**config.mk**
```make
export PLATFORM = sky130hd
export DESIGN_NAME = byte_stuffing_frame_codec
export DESIGN_NICKNAME = d
export VERILOG_FILES = /design/src/rtl/core/bsfc_pkg.sv /design/src/rtl/core/byte_stuffing_frame_codec.sv
export SDC_FILE = /design/constraint.sdc
export NUM_CORES = 1
export LEC_CHECK = 0
export BUFFER_PORTS_ARGS = -buffer_cell sky130_fd_sc_hd__buf_2
export CAP_MARGIN = 20
export CORE_MARGIN = 2
export CORE_UTILIZATION = 57
export CTS_CLUSTER_DIAMETER = 200
export CTS_CLUSTER_SIZE = 25
export DETAILED_ROUTE_END_ITERATION = 10
export MAX_ROUTING_LAYER = met4
export PLACE_DENSITY = 0.83
export SYNTH_ARGS = -nofsm -noshare
export SYNTH_HDL_FRONTEND = slang
export SYNTH_SLANG_ARGS = --single-unit
```
**constraint.sdc**
```tcl
create_clock -name clock -period 4.5 [get_ports clock]
set_clock_uncertainty 0.2 [all_clocks]
set_input_delay 0.45 -clock clock [delete_from_list [all_inputs] [get_ports clock]]
set_output_delay 0.45 -clock clock [all_outputs]
set_load 0.01 [all_outputs]
```
**src/rtl/core/bsfc_pkg.sv**
```systemverilog
// ----------------------------------------------------------------------------
// bsfc_pkg: shared types and constants of the byte stuffing frame codec
// Escape codes, register indexes, reset values and the result item record.
// ----------------------------------------------------------------------------
`default_nettype none

package bsfc_pkg;

   localparam int unsigned BYTE_W    = 8;
   localparam int unsigned MAX_RES   = 4;
   localparam int unsigned CNT_W     = $clog2(MAX_RES + 1);
   localparam int unsigned SLOT_W    = $clog2(MAX_RES);
   localparam int unsigned CSR_ADDR_W = 4;
   localparam int unsigned CSR_DATA_W = 32;

   // second byte of an escape pair
   localparam logic [BYTE_W-1:0] CODE_ESCAPE = 8'h00;
   localparam logic [BYTE_W-1:0] CODE_BEGIN  = 8'h01;
   localparam logic [BYTE_W-1:0] CODE_END    = 8'h02;

   localparam logic [BYTE_W-1:0] RST_BEGIN_MARKER = 8'hFF;
   localparam logic [BYTE_W-1:0] RST_END_MARKER   = 8'hFE;
   localparam logic [BYTE_W-1:0] RST_ESCAPE_BYTE  = 8'hFD;

   typedef enum logic [1:0] {
      REG_DECODE_MODE  = 2'd0,
      REG_BEGIN_MARKER = 2'd1,
      REG_END_MARKER   = 2'd2,
      REG_ESCAPE_BYTE  = 2'd3
   } reg_index_type;

   typedef struct packed {
      logic [BYTE_W-1:0] data;
      logic              byte_valid;
      logic              frame_done;
      logic              frame_error;
   } result_type;

endpackage

`default_nettype wire

```
**src/rtl/core/byte_stuffing_frame_codec.sv**
```systemverilog
// ----------------------------------------------------------------------------
// byte_stuffing_frame_codec: byte stuffing frame encoder / decoder
// Wraps raw frames with begin/end markers and escape pairs, or unwraps them.
// ----------------------------------------------------------------------------
// One byte comes in per req item, tagged with frame_last. An accepted item
// is expanded in the same cycle into its whole list of result items (zero
// to four) and parked in a small result buffer; the buffer feeds the rsp
// output register one item per cycle unless rsp_stall holds it. A new req
// item is taken once the buffer is empty or its final entry moves to the
// output register, so a byte that causes several results holds off the
// next byte until they are handed out; plain bytes run at one per cycle
// while rsp_stall stays low.
// Registers (APB, byte address 4*i): decode_mode, begin_marker, end_marker,
// escape_byte. Change them only while the block is idle.
`default_nettype none

module byte_stuffing_frame_codec (
   input  wire logic                                clock,
   input  wire logic                                reset,
   // input channel
   input  wire logic                                req_valid,
   output logic                                     req_stall,
   input  wire logic [bsfc_pkg::BYTE_W-1:0]         req_in_byte,
   input  wire logic                                req_frame_last,
   // result channel
   output logic                                     rsp_valid,
   input  wire logic                                rsp_stall,
   output logic [bsfc_pkg::BYTE_W-1:0]              rsp_out_byte,
   output logic                                     rsp_byte_valid,
   output logic                                     rsp_frame_done,
   output logic                                     rsp_frame_error,
   output logic                                     rsp_run_last,
   // configuration
   input  wire logic                                psel,
   input  wire logic                                penable,
   input  wire logic                                pwrite,
   input  wire logic [bsfc_pkg::CSR_ADDR_W-1:0]     paddr,
   input  wire logic [bsfc_pkg::CSR_DATA_W-1:0]     pwdata,
   output logic [bsfc_pkg::CSR_DATA_W-1:0]          prdata,
   output logic                                     pready
);

   import bsfc_pkg::*;

   // ---------------------------------------------------------------- CSRs
   logic              decode_mode_ff;
   logic [BYTE_W-1:0] begin_marker_ff;
   logic [BYTE_W-1:0] end_marker_ff;
   logic [BYTE_W-1:0] escape_byte_ff;

   reg_index_type csr_index;
   logic          csr_write;

   assign pready    = 1'b1;
   assign csr_index = reg_index_type'(paddr[CSR_ADDR_W-1:2]);
   assign csr_write = psel & penable & pwrite & pready;

   always_ff @(posedge clock) begin
      if (reset) begin
         decode_mode_ff  <= 1'b0;
         begin_marker_ff <= RST_BEGIN_MARKER;
         end_marker_ff   <= RST_END_MARKER;
         escape_byte_ff  <= RST_ESCAPE_BYTE;
      end else if (csr_write) begin
         unique case (csr_index)
            REG_DECODE_MODE:  decode_mode_ff  <= pwdata[0];
            REG_BEGIN_MARKER: begin_marker_ff <= pwdata[BYTE_W-1:0];
            REG_END_MARKER:   end_marker_ff   <= pwdata[BYTE_W-1:0];
            REG_ESCAPE_BYTE:  escape_byte_ff  <= pwdata[BYTE_W-1:0];
            default:          decode_mode_ff  <= decode_mode_ff;
         endcase
      end
   end

   always_comb begin
      unique case (csr_index)
         REG_DECODE_MODE:  prdata = {{(CSR_DATA_W-1){1'b0}}, decode_mode_ff};
         REG_BEGIN_MARKER: prdata = {{(CSR_DATA_W-BYTE_W){1'b0}}, begin_marker_ff};
         REG_END_MARKER:   prdata = {{(CSR_DATA_W-BYTE_W){1'b0}}, end_marker_ff};
         REG_ESCAPE_BYTE:  prdata = {{(CSR_DATA_W-BYTE_W){1'b0}}, escape_byte_ff};
         default:          prdata = '0;
      endcase
   end

   // ---------------------------------------------------------- frame state
   logic at_frame_start_ff, at_frame_start_in;
   logic escape_pending_ff, escape_pending_in;
   logic start_bad_ff,      start_bad_in;

   // result buffer: slot 0 is always the next item to hand out
   result_type       buf_ff [MAX_RES];
   result_type       buf_in [MAX_RES];
   logic [CNT_W-1:0] buf_cnt_ff, buf_cnt_in;

   // output register
   logic       rsp_valid_ff;
   result_type rsp_res_ff;
   logic       rsp_run_last_ff;

   logic req_accept, buf_move, out_free;

   assign out_free   = ~rsp_valid_ff | ~rsp_stall;
   assign buf_move   = (buf_cnt_ff != '0) & out_free;
   // free once empty, or when the final buffered item leaves this cycle
   assign req_stall  = ~((buf_cnt_ff == '0) |
                         ((buf_cnt_ff == CNT_W'(1)) & buf_move));
   assign req_accept = req_valid & ~req_stall;

   // --------------------------------------------- expansion of one item
   result_type        list [MAX_RES];
   logic [CNT_W-1:0]  n_res;
   logic              is_code;
   logic              is_escape;
   logic              end_bad;
   logic [BYTE_W-1:0] b;
   logic              last;

   assign b         = req_in_byte;
   assign last      = req_frame_last;
   assign is_code   = (b == CODE_ESCAPE) || (b == CODE_BEGIN) || (b == CODE_END);
   assign is_escape = (b == escape_byte_ff);
   assign end_bad   = (b != end_marker_ff);

   always_comb begin
      for (int i = 0; i < MAX_RES; i++) begin
         list[i] = '0;
      end
      n_res             = '0;
      at_frame_start_in = at_frame_start_ff;
      escape_pending_in = escape_pending_ff;
      start_bad_in      = start_bad_ff;

      if (!decode_mode_ff) begin
         // encode: [begin] byte-or-pair [end]
         if (at_frame_start_ff) begin
            list[n_res[SLOT_W-1:0]] = '{begin_marker_ff, 1'b1, 1'b0, 1'b0};
            n_res = n_res + CNT_W'(1);
            at_frame_start_in = 1'b0;
         end
         priority if (is_escape) begin
            list[n_res[SLOT_W-1:0]] = '{escape_byte_ff, 1'b1, 1'b0, 1'b0};
            list[n_res[SLOT_W-1:0] + SLOT_W'(1)] = '{CODE_ESCAPE, 1'b1, 1'b0, 1'b0};
            n_res = n_res + CNT_W'(2);
         end else if (b == end_marker_ff) begin
            list[n_res[SLOT_W-1:0]] = '{escape_byte_ff, 1'b1, 1'b0, 1'b0};
            list[n_res[SLOT_W-1:0] + SLOT_W'(1)] = '{CODE_END, 1'b1, 1'b0, 1'b0};
            n_res = n_res + CNT_W'(2);
         end else if (b == begin_marker_ff) begin
            list[n_res[SLOT_W-1:0]] = '{escape_byte_ff, 1'b1, 1'b0, 1'b0};
            list[n_res[SLOT_W-1:0] + SLOT_W'(1)] = '{CODE_BEGIN, 1'b1, 1'b0, 1'b0};
            n_res = n_res + CNT_W'(2);
         end else begin
            list[n_res[SLOT_W-1:0]] = '{b, 1'b1, 1'b0, 1'b0};
            n_res = n_res + CNT_W'(1);
         end
         if (last) begin
            list[n_res[SLOT_W-1:0]] = '{end_marker_ff, 1'b1, 1'b1, 1'b0};
            n_res = n_res + CNT_W'(1);
         end
      end else begin
         priority if (at_frame_start_ff) begin
            // opening byte is only checked
            start_bad_in      = (b != begin_marker_ff);
            at_frame_start_in = 1'b0;
            if (last) begin
               list[0] = '{'0, 1'b0, 1'b1, (b != begin_marker_ff) | end_bad};
               n_res   = CNT_W'(1);
            end
         end else if (last) begin
            // dangling escape before a non-code closing byte still goes out
            if (escape_pending_ff && !is_code) begin
               list[0] = '{escape_byte_ff, 1'b1, 1'b0, 1'b0};
               n_res   = CNT_W'(1);
            end
            list[n_res[SLOT_W-1:0]] = '{'0, 1'b0, 1'b1, start_bad_ff | end_bad};
            n_res = n_res + CNT_W'(1);
         end else if (escape_pending_ff && is_code) begin
            escape_pending_in = 1'b0;
            n_res = CNT_W'(1);
            unique case (b)
               CODE_ESCAPE: list[0] = '{escape_byte_ff,  1'b1, 1'b0, 1'b0};
               CODE_BEGIN:  list[0] = '{begin_marker_ff, 1'b1, 1'b0, 1'b0};
               default:     list[0] = '{end_marker_ff,   1'b1, 1'b0, 1'b0};
            endcase
         end else begin
            // broken pair: the escape goes out, then the byte as usual
            if (escape_pending_ff) begin
               list[0] = '{escape_byte_ff, 1'b1, 1'b0, 1'b0};
               n_res   = CNT_W'(1);
            end
            escape_pending_in = is_escape;
            if (!is_escape) begin
               list[n_res[SLOT_W-1:0]] = '{b, 1'b1, 1'b0, 1'b0};
               n_res = n_res + CNT_W'(1);
            end
         end
      end

      if (last) begin
         at_frame_start_in = 1'b1;
         escape_pending_in = 1'b0;
         start_bad_in      = 1'b0;
      end
   end

   always_ff @(posedge clock) begin
      if (reset) begin
         at_frame_start_ff <= 1'b1;
         escape_pending_ff <= 1'b0;
         start_bad_ff      <= 1'b0;
      end else if (req_accept) begin
         at_frame_start_ff <= at_frame_start_in;
         escape_pending_ff <= escape_pending_in;
         start_bad_ff      <= start_bad_in;
      end
   end

   // ------------------------------------------------------ result buffer
   always_comb begin
      buf_cnt_in = buf_cnt_ff;
      for (int i = 0; i < MAX_RES; i++) begin
         buf_in[i] = buf_ff[i];
      end
      if (req_accept) begin
         buf_cnt_in = n_res;
         for (int i = 0; i < MAX_RES; i++) begin
            buf_in[i] = list[i];
         end
      end else if (buf_move) begin
         buf_cnt_in = buf_cnt_ff - CNT_W'(1);
         for (int i = 0; i < MAX_RES - 1; i++) begin
            buf_in[i] = buf_ff[i+1];
         end
      end
   end

   always_ff @(posedge clock) begin
      if (reset) begin
         buf_cnt_ff <= '0;
      end else begin
         buf_cnt_ff <= buf_cnt_in;
      end
   end

   always_ff @(posedge clock) begin
      for (int i = 0; i < MAX_RES; i++) begin
         buf_ff[i] <= buf_in[i];
      end
   end

   // ---------------------------------------------------- output register
   always_ff @(posedge clock) begin
      if (reset) begin
         rsp_valid_ff <= 1'b0;
      end else if (buf_move) begin
         rsp_valid_ff <= 1'b1;
      end else if (!rsp_stall) begin
         rsp_valid_ff <= 1'b0;
      end
   end

   always_ff @(posedge clock) begin
      if (buf_move) begin
         rsp_res_ff      <= buf_ff[0];
         rsp_run_last_ff <= (buf_cnt_ff == CNT_W'(1));
      end
   end

   assign rsp_valid       = rsp_valid_ff;
   assign rsp_out_byte    = rsp_res_ff.data;
   assign rsp_byte_valid  = rsp_res_ff.byte_valid;
   assign rsp_frame_done  = rsp_res_ff.frame_done;
   assign rsp_frame_error = rsp_res_ff.frame_error;
   assign rsp_run_last    = rsp_run_last_ff;

`ifndef NO_ASSERTIONS
   // buffer never holds more than one item's worth of results
   a_cnt_bound: assert property (@(posedge clock) disable iff (reset)
      buf_cnt_ff <= CNT_W'(MAX_RES))
      else $error("result buffer count out of range");

   // frame closing result is always the final result of its item
   a_done_last: assert property (@(posedge clock) disable iff (reset)
      rsp_valid_ff && rsp_res_ff.frame_done |-> rsp_run_last_ff)
      else $error("frame_done on a result that is not run_last");

   // error flag only on a status result
   a_err_status: assert property (@(posedge clock) disable iff (reset)
      rsp_valid_ff && rsp_res_ff.frame_error |->
         rsp_res_ff.frame_done && !rsp_res_ff.byte_valid)
      else $error("frame_error outside a status result");

   // no escape can be pending and no bad start flagged before a frame has started
   a_start_clean: assert property (@(posedge clock) disable iff (reset)
      at_frame_start_ff |-> !escape_pending_ff && !start_bad_ff)
      else $error("stale decode state at frame start");

   // an accepted item replaces the buffer only once it is empty or its final entry leaves
   a_no_overrun: assert property (@(posedge clock) disable iff (reset)
      req_accept |-> (buf_cnt_ff == '0) || (buf_cnt_ff == CNT_W'(1) && buf_move))
      else $error("item accepted over pending results");
`endif

endmodule

`default_nettype wire

```
* Word-level counts from Yosys, hierarchy flattened
Memory sizes are Yosys's and may differ from the RTL's. Cells that the tools add are included. Widths: inputs -> output; s select.
Operators by class: add/sub/neg operators 7, magnitude comparators 10, reductions and logical operators 23, equality and inequality tests 13, bitwise operators 26, muxes and demuxes 78
Operators with widths (count):
- $mux 44 | 8
- $bwmux 44 | 5
- $mux 11 | 19
- $mux 33 | 4
- $pmux 32 s4 | 1
- $demux 11 s2 | 5
- $and 36x36->36 | 2
- $not 36->36 | 2
- $mux 3 | 20
- $and 40x40->40 | 1
- $not 40->40 | 1
- $eq 8x8->1 | 3
- $pmux 11 s2 | 1
- $ne 8x8->1 | 2
- $or 8x8->8 | 2
- $ge 3x3->1 const B | 5
- $lt 3x1->1 const B | 5
- $not 2->3 | 5
- $mux 1 | 14
- $add 3x1->3 const B | 4
- $eq 8x1->1 const B | 1
- $eq 8x2->1 const B | 1
- $logic_not 8->1 | 1
- $reduce_and 2->1 | 4
- 21 further kinds | 41
Storage, ports and cells: register bits 44, logic and storage cells 172, memory bits (writable) 44, memories kept 1, bits of input ports 52
Memory list:
- buf_ff | words 4, width 11, rd ports 4, clocked after Yosys merged registers in 0, wr ports 4, RTL line byte_stuffing_frame_codec.sv:91 | result_type buf_ff [MAX_RES];

* Longest topological paths before layout
Gate-level depths: netlist (run 1).
depth after elaboration 20, depth in mapped cells 14, depth with buffers taken out 10

* Least setup slack after synthesis (run 1)
No wires, ideal clock.
kind reg2reg, start register buf_cnt_ff[0] (netlist name), end memory buf_ff[0][0] (netlist name) (enable), period minus slack after synthesis 3112 ps, arrival 2518 ps, cell stages (with the launch flop) 6, path buffers 0, library setup time 394 ps, slack 1388 ps, cell sequence dfxtp_1 -> inv_1 -> ha_1 -> nor2b_1 -> a21oi_1 -> nand2b_1
RTL lines (RTL line):
- to (decl) | byte_stuffing_frame_codec.sv:91

==> flow_metrics.py, run 1 <==
metrics = {
    "cells_and_area": {
        "area_growth_pct": 7.371,
        "fin_util": 0.6332,
        "final_nets": 677,
        "drive_above_1_share": 0.1573,
        "n_antenna_cell": 0,
    },
    "synth": {
        "synth_cell_types": 67,
        "ys.flop_type": "edfxtp_1",
        "synth_seq_cells": 85,
        "syn_inst": 599,
        "synth_edf_count": 53,
        "ys_seq_area_frac": 0.4096,
        "ys_warn_count": 0,
        "synth_top_cell_by_area": "edfxtp_1",
        "syn_avg_cell_area_um2": 9.097,
        "yosysTopAreaCellShare": 0.2921,
        "syn-cell-area_um2": 5449,
        "yosysMostFrequentCell": "nand2_1",
        "async_reset_ff_frac": 0,
        "synth_common_cells": "nand2_1 (66), edfxtp_1 (53), clkbuf_1 (38)",
        "synthTopCellsByArea": "edfxtp_1 (29%), dfxtp_1 (12%), nand2_1 (4.5%)",
    },
    "global_routing": {
        "grtUsageTotal": 0.3117,
        "grt_pass1_vias": 4715,
        "grt_max_degree": 42,
        "grt_overflow": 0,
        "antenna_found_initial": 0,
        "grt_first_pass_wirelength_um": 24010,
    },
    "floorplan": {
        "core_um2": 9240,
        "fp-row-count": 35,
        "die_h_um": 101.8,
        "initial_core_util": 0.5897,
        "die_area_um2": 10360,
        "ios": 99,
        "die_w_um": 101.8,
    },
    "sta": {
        "finalSetupViolCount": 0,
        "fmax_ghz": 0.3017,
        "rsz0062_at_grt": "false",
        "period_needed_ns": 3.315,
        "relSlewSlack": 0.3022,
        "final_hold_viol_count": 0,
        "fin_hold_ws_ns": 0.1242,
        "period_share": 0.7367,
        "finalMaxSlewViolations": 0,
        "worstMarginPinSlew_ns": 1.043,
        "setup_tns_ns": 0,
    },
    "place": {
        "port_buffers": 47,
        "hpwl_um": 10400,
        "gp_congestion": 0.9733,
    },
    "power_and_ir_drop": {
        "p_seq_frac": 0.439,
        "p_comb_frac": 0.349,
        "sw_frac_of_total": 0.3544,
        "intPower_w": 0.001922,
        "power_density_nw_per_um2": 508.8,
        "power_frac_clock": 0.212,
        "p_leak_nw": 2.201,
        "vdd_drop_max_mv": 0.2446,
        "p_sw_w": 0.001055,
    },
    "clock_network": {
        "postCtsResizedCells": 0,
        "cts_buffer_depth": 2,
        "path_clk_slew_ns": 0.09,
        "clock_latency_ns": 0.36,
        "clockRootBuffer": "clkbuf_8",
        "h-tree-depth": 3,
        "hold_buffers": 0,
        "clkSinkCount": 85,
        "cts_buffers": 9,
        "cts_tree": "built",
        "cts_setup_buffers": 0,
    },
    "worst_setup_path": {
        "slowest_delay_ns": 0.50,
        "cp_top_family": "simple AND/OR/NAND/NOR gates",
        "worstSetupStartpointType": "register",
        "slowest_stage": "dfxtp_1",
        "crit_path_end_kind": "register",
        "critPathBufInv": 1,
        "cp.required_ns": 4.49,
        "critPathKind": "reg -> reg",
        "crit_chain": "xnor2_1 -> nand4_1 -> or2_2 -> ha_1 -> nand3b_1 -> nor3_1 -> buf_4 -> a211oi_1 -> a221oi_1",
        "critical_path_arrival_ns": 3.30,
        "cp_max_fo": 12,
    },
    "status": {
        "status": "finished clean",
    },
    "hold_path": {
        "hold_class": "in -> reg",
    },
    "drt": {
        "drt_pass1_iterations": 6,
        "vias": 5023,
        "wire_per_inst_um": 20.31,
        "wirelength_um": 15280,
        "ant_nets": 0,
        "drc_errors": 0,
        "first_iter_violations": 565,
        "viasPerCell": 6.680,
    },
    "job": {
        "cap_violations": 0,
    },
}
-- sequential cells by signal, indices dropped and copies added (netlist names) --
| register | cells |
|---|---|
| begin_marker_ff | 8 |
| rsp_frame_error | 1 |
| rsp_valid | 1 |
| buf_ff | 41 |
| escape_pending_ff | 1 |
| end_marker_ff | 8 |
| at_frame_start_ff | 1 |
| decode_mode_ff | 1 |
| escape_byte_ff | 8 |
| buf_cnt_ff | 3 |
| start_bad_ff | 1 |
| rsp_byte_valid | 1 |
| rsp_frame_done | 1 |
| rsp_run_last | 1 |
| rsp_out_byte | 8 |
-- layout by cell type (no fill, tap or decap), types with 6 or more instances in the layout --
master,count
dfxtp_1,32
a21oi_1,25
ha_1,7
nor2b_1,9
nor3_1,12
edfxtp_1,53
a22o_1,17
buf_4,16
a31oi_1,16
and2_1,9
nand2_1,66
clkbuf_8,9
buf_2,47
inv_1,20
mux2i_1,10
nand3_1,12
conb_1,25
xnor2_1,26
nand4_1,11
or4_1,6
o21ai_0,26
o221ai_1,12
nor2_1,34
a211oi_1,9
o211ai_1,21
-- routing by layer --
layer,part of all wire,track usage
met5,0,-
met4,0.042,0.1466
met3,0.11,0.05383
met2,0.44,0.4590
met1,0.40,0.4177
-- through the flow --
stage	setup WS (ns)	power, W	area, um^2	cells
6_report	1.185	0.002977	5851	752
5_1_grt	1.069	0.003135	5851	752
3_3_place_gp	1.083	0.002300	5625	736
4_1_cts	1.254	0.002962	5851	752
2_1_floorplan	1.388	0.002027	5535	622
3_5_place_dp	1.009	0.002338	5625	736
-- path summary, 6_finish.rpt --
kind                       from  cells past startpoint  slack [ns]                to
max          begin_marker_ff[3]                      9        1.18      buf_ff[1][8]
min                   pwdata[3]                      2        0.12  end_marker_ff[3]
max reg2reg  begin_marker_ff[3]                      9        1.18      buf_ff[1][8]
min reg2reg        buf_ff[0][4]                      0        0.22   rsp_out_byte[1]
-- cells by family (layout without fill, tap and decap cells) --
kind of cell / count (synthesis) / count (layout) / share of synthesized area
flops: 85 / 85 / 0.4096
mux: 16 / 16 / 0.03284
fa+ha+maj: 7 / 7 / 0.01607
buf+inv: 100 / 101 / 0.09346
compound gates: 177 / 177 / 0.2347
other cells: 2 / 25 / 0.001378
xor+xnor: 26 / 26 / 0.04179
simple gates: 186 / 186 / 0.1701
-- power groups by stage --
stage          Sequential (W)  Clock (W)  Combinational (W)
4_1_cts               0.00131   0.000636            0.00102
2_1_floorplan         0.00134          0           0.000683
3_3_place_gp          0.00131          0           0.000987
5_1_grt               0.00134   0.000663            0.00114
3_5_place_dp          0.00132          0            0.00101
6_report              0.00131   0.000632            0.00104
-- cell type report --
| class | instances | area (um^2) |
|---|---|---|
| multi-input combinational | 437 | 2794 |
| clock buffer | 9 | 123.9 |
| timing repair buffer | 63 | 355.3 |
| clock inverter | 7 | 101.3 |
| inverter | 22 | 82.58 |
| fill | 758 | 3390 |
| tap | 129 | 161.4 |
| sequential | 85 | 2232 |
Note: power is estimated with default switching activity, not from simulation.
==> run 2: changes to the inputs <==
--- a/config.mk
+++ b/config.mk
@@ -8,12 +8,12 @@
 export BUFFER_PORTS_ARGS = -buffer_cell sky130_fd_sc_hd__buf_2
 export CAP_MARGIN = 20
 export CORE_MARGIN = 2
-export CORE_UTILIZATION = 57
+export CORE_UTILIZATION = 51
 export CTS_CLUSTER_DIAMETER = 200
 export CTS_CLUSTER_SIZE = 25
 export DETAILED_ROUTE_END_ITERATION = 10
 export MAX_ROUTING_LAYER = met4
-export PLACE_DENSITY = 0.83
+export PLACE_DENSITY = 0.79
 export SYNTH_ARGS = -nofsm -noshare
 export SYNTH_HDL_FRONTEND = slang
 export SYNTH_SLANG_ARGS = --single-unit
==> constraint.sdc (replaced) <==
create_clock -name clock -period 2.8 [get_ports clock]
set_clock_uncertainty 0.2 [all_clocks]
set_input_delay 0.28 -clock clock [delete_from_list [all_inputs] [get_ports clock]]
set_output_delay 0.28 -clock clock [all_outputs]
set_load 0.01 [all_outputs]
==> run 2 against run 1 <==
Against the previous run:
- non-clock buffer count rose by 70
- worst setup slack got worse by 1.1 ns
- maximum frequency increased by 23%
- combinational power is 76% higher
- sequential power up 60%
- first-iteration DRC count is 12% lower
- design area is 11% higher
- register-to-register slack worse by 1.1 ns
- total power rose by 63%
- count of clock-buffer cells in the layout did not move
- die area rose by 11%
- critical path depth increased by 1
- largest cell class unchanged
- largest power group unchanged
- highest routed layer unchanged
==> flow_metrics.py, run 2 (synthesis gave the netlist of run 1 again) <==
metrics = {
    "worst_setup_path": {
        "critPathLaunch": "begin_marker_ff[3]",
        "slowest_stage": "dfxtp_2",
        "crit_chain": "xnor2_2 -> nand4_1 -> or2_4 -> buf_4 -> clkinv_1 -> buf_4 -> o31a_1 -> a211oi_1 -> o32ai_2 -> buf_4",
        "rrSetupSlack_ns": 0.10,
        "slowest_delay_ns": 0.34,
        "critPathKind": "reg -> reg",
        "worstSetupStartpointType": "register",
        "cp_common_cell": "buf_4",
        "critical_path_arrival_ns": 2.62,
        "cp.required_ns": 2.72,
        "crit_path_end_kind": "register",
        "regToRegStartpoint": "begin_marker_ff[3]",
        "cp_max_fo": 11,
    },
    "power_and_ir_drop": {
        "sw_frac_of_total": 0.3566,
        "p_seq_frac": 0.435,
        "intPower_w": 0.003113,
        "p_leak_nw": 2.538,
        "power_frac_clock": 0.187,
        "vdd_drop_max_mv": 0.6041,
        "p_sw_w": 0.001725,
        "p_comb_frac": 0.378,
        "power_density_nw_per_um2": 746.7,
    },
    "drt": {
        "wirelength_um": 16060,
        "drc_errors": 0,
        "met1_length_um": 6690,
        "first_iter_violations": 497,
        "route.met3.wl_um": 1396,
        "drt_pass1_iterations": 5,
        "ant_nets": 0,
        "routed-wl-met2_um": 7495,
        "wire_per_inst_um": 19.38,
        "vias": 5119,
        "viasPerCell": 6.175,
        "highest_layer": "met4",
    },
    "cells_and_area": {
        "final_common_cell": "buf_4",
        "layoutNonFillerInstCount": 829,
        "largest_register_ffs": 41,
        "final_nets": 747,
        "area_growth_pct": 18.92,
        "final_cell_mix": "buf_4 (77), nand2_1 (66), edfxtp_1 (53)",
        "regMostFlops": "buf_ff",
        "drive_above_1_share": 0.2525,
        "n_antenna_cell": 0,
    },
    "global_routing": {
        "grt_overflow": 0,
        "grt_first_pass_wirelength_um": 25610,
        "grtUsageTotal": 0.2970,
        "grt_max_degree": 42,
        "grt_pass1_vias": 4835,
        "antenna_found_initial": 0,
    },
    "floorplan": {
        "die_h_um": 107.4,
        "die_area_um2": 11530,
        "initial_core_util": 0.5255,
        "core_um2": 10370,
        "ios": 99,
        "fp-row-count": 37,
        "die_w_um": 107.4,
    },
    "clock_network": {
        "clockRootBuffer": "clkbuf_8",
        "h-tree-depth": 3,
        "clock_latency_ns": 0.37,
        "path_clk_slew_ns": 0.08,
        "clkSinkCount": 85,
        "cts_buffers": 9,
        "cts_tree": "built",
        "cts_buffer_depth": 2,
    },
    "place": {
        "port_buffers": 47,
        "hpwl_um": 11630,
        "dp_slack_ns": -0.3497,
        "dpl.cell_count": 803,
        "gp_congestion": 0.9006,
    },
    "sta": {
        "fmax_ghz": 0.3709,
        "finalWorstSetupSlack_ns": 0.1040,
        "worstMarginPinSlew_ns": 0.7059,
        "finalSetupViolCount": 0,
        "period_share": 0.9628,
        "final_hold_viol_count": 0,
        "period_needed_ns": 2.696,
        "relSlewSlack": 0.5289,
        "finalMaxSlewViolations": 0,
        "rsz0062_at_grt": "false",
    },
    "job": {
        "cap_violations": 0,
    },
    "hold_path": {
        "hold_class": "in -> reg",
        "worstHoldStart": "rsp_stall",
    },
    "status": {
        "status": "finished clean",
    },
}
[run 2: changes by cell type in the layout (fill, tap and decap cells not counted), sizes merged]
cell,change
clkinv,+1
inv,-2
bufinv,-1
clkinvlp,+2
buf,+62
dlygate4sd3,+8
[run 2: cell type report]
| type | count | area [um^2] |
|---|---|---|
| fillers | 880 | 3890 |
| multi-input cells | 437 | 2892 |
| flip-flops and latches | 85 | 2235 |
| repair buffers | 133 | 904.6 |
| well taps | 136 | 170.2 |
| clock buffers | 9 | 123.9 |
| inverters | 22 | 82.58 |
| clock inverters | 7 | 72.57 |
[run 2: critical path: cells and delay by family, from the launching register on]
family	cells	cell delay [ns]
AOI/OAI and AO/OA	3	0.80
and+or+nand+nor	2	0.28
buffers and inverters	4	0.68
xor gates and xnor gates	1	0.15
DFF	1	0.34
[run 2: final timing paths]
| path | endpoint | cells after the start |
|---|---|---|
| worst min-delay path | rsp_valid | 3 |
| worst max-delay path | buf_ff[0][6] | 10 |
| worst max register to register | buf_ff[0][6] | 10 |
| worst min register to register | rsp_out_byte[0] | 0 |
[run 2: per-layer routing]
metal,GRT usage,vias up
met5,-,-
met4,0.1117,0
met3,0.05811,36
met2,0.4625,288
met1,0.3862,2426
li1,-,2369
[run 2: power groups by stage]
| stage | Clock, W | Sequential (W) | Combinational (W) |
|---|---|---|---|
| 3_5_place_dp | 0 | 0.00213 | 0.00176 |
| 5_1_grt | 0.000964 | 0.00215 | 0.00201 |
| 4_1_cts | 0.000912 | 0.00211 | 0.00179 |
| 6_report | 0.000906 | 0.00210 | 0.00183 |
| 2_1_floorplan | 0 | 0.00215 | 0.00112 |
| 3_3_place_gp | 0 | 0.00212 | 0.00171 |
[run 2: through the flow]
stage                 util  TNS [ns]  cell area (um^2)  total power [W]  hold slack, ns
floorplan                -  -0.01315              5558         0.003269          0.1972
global placement    0.5889    -4.109              6107         0.003832          0.2023
detailed placement  0.5889    -4.096              6107         0.003887          0.2056
CTS                 0.6191         0              6420         0.004813         0.02982
global route        0.6249         0              6480         0.005127         0.04228
finish              0.6249         0              6480         0.004838         0.05517
[run 2: what timing repair did]
action                                 4_1_cts  5_1_grt
pin swaps                                    3        0
setup endpoints to repair                   25       19
gates cloned                                 0        0
gates resized for setup                      7        8
hold buffers                                 8        0
buffers inserted                             0        2
endpoints found under the hold margin       25        0
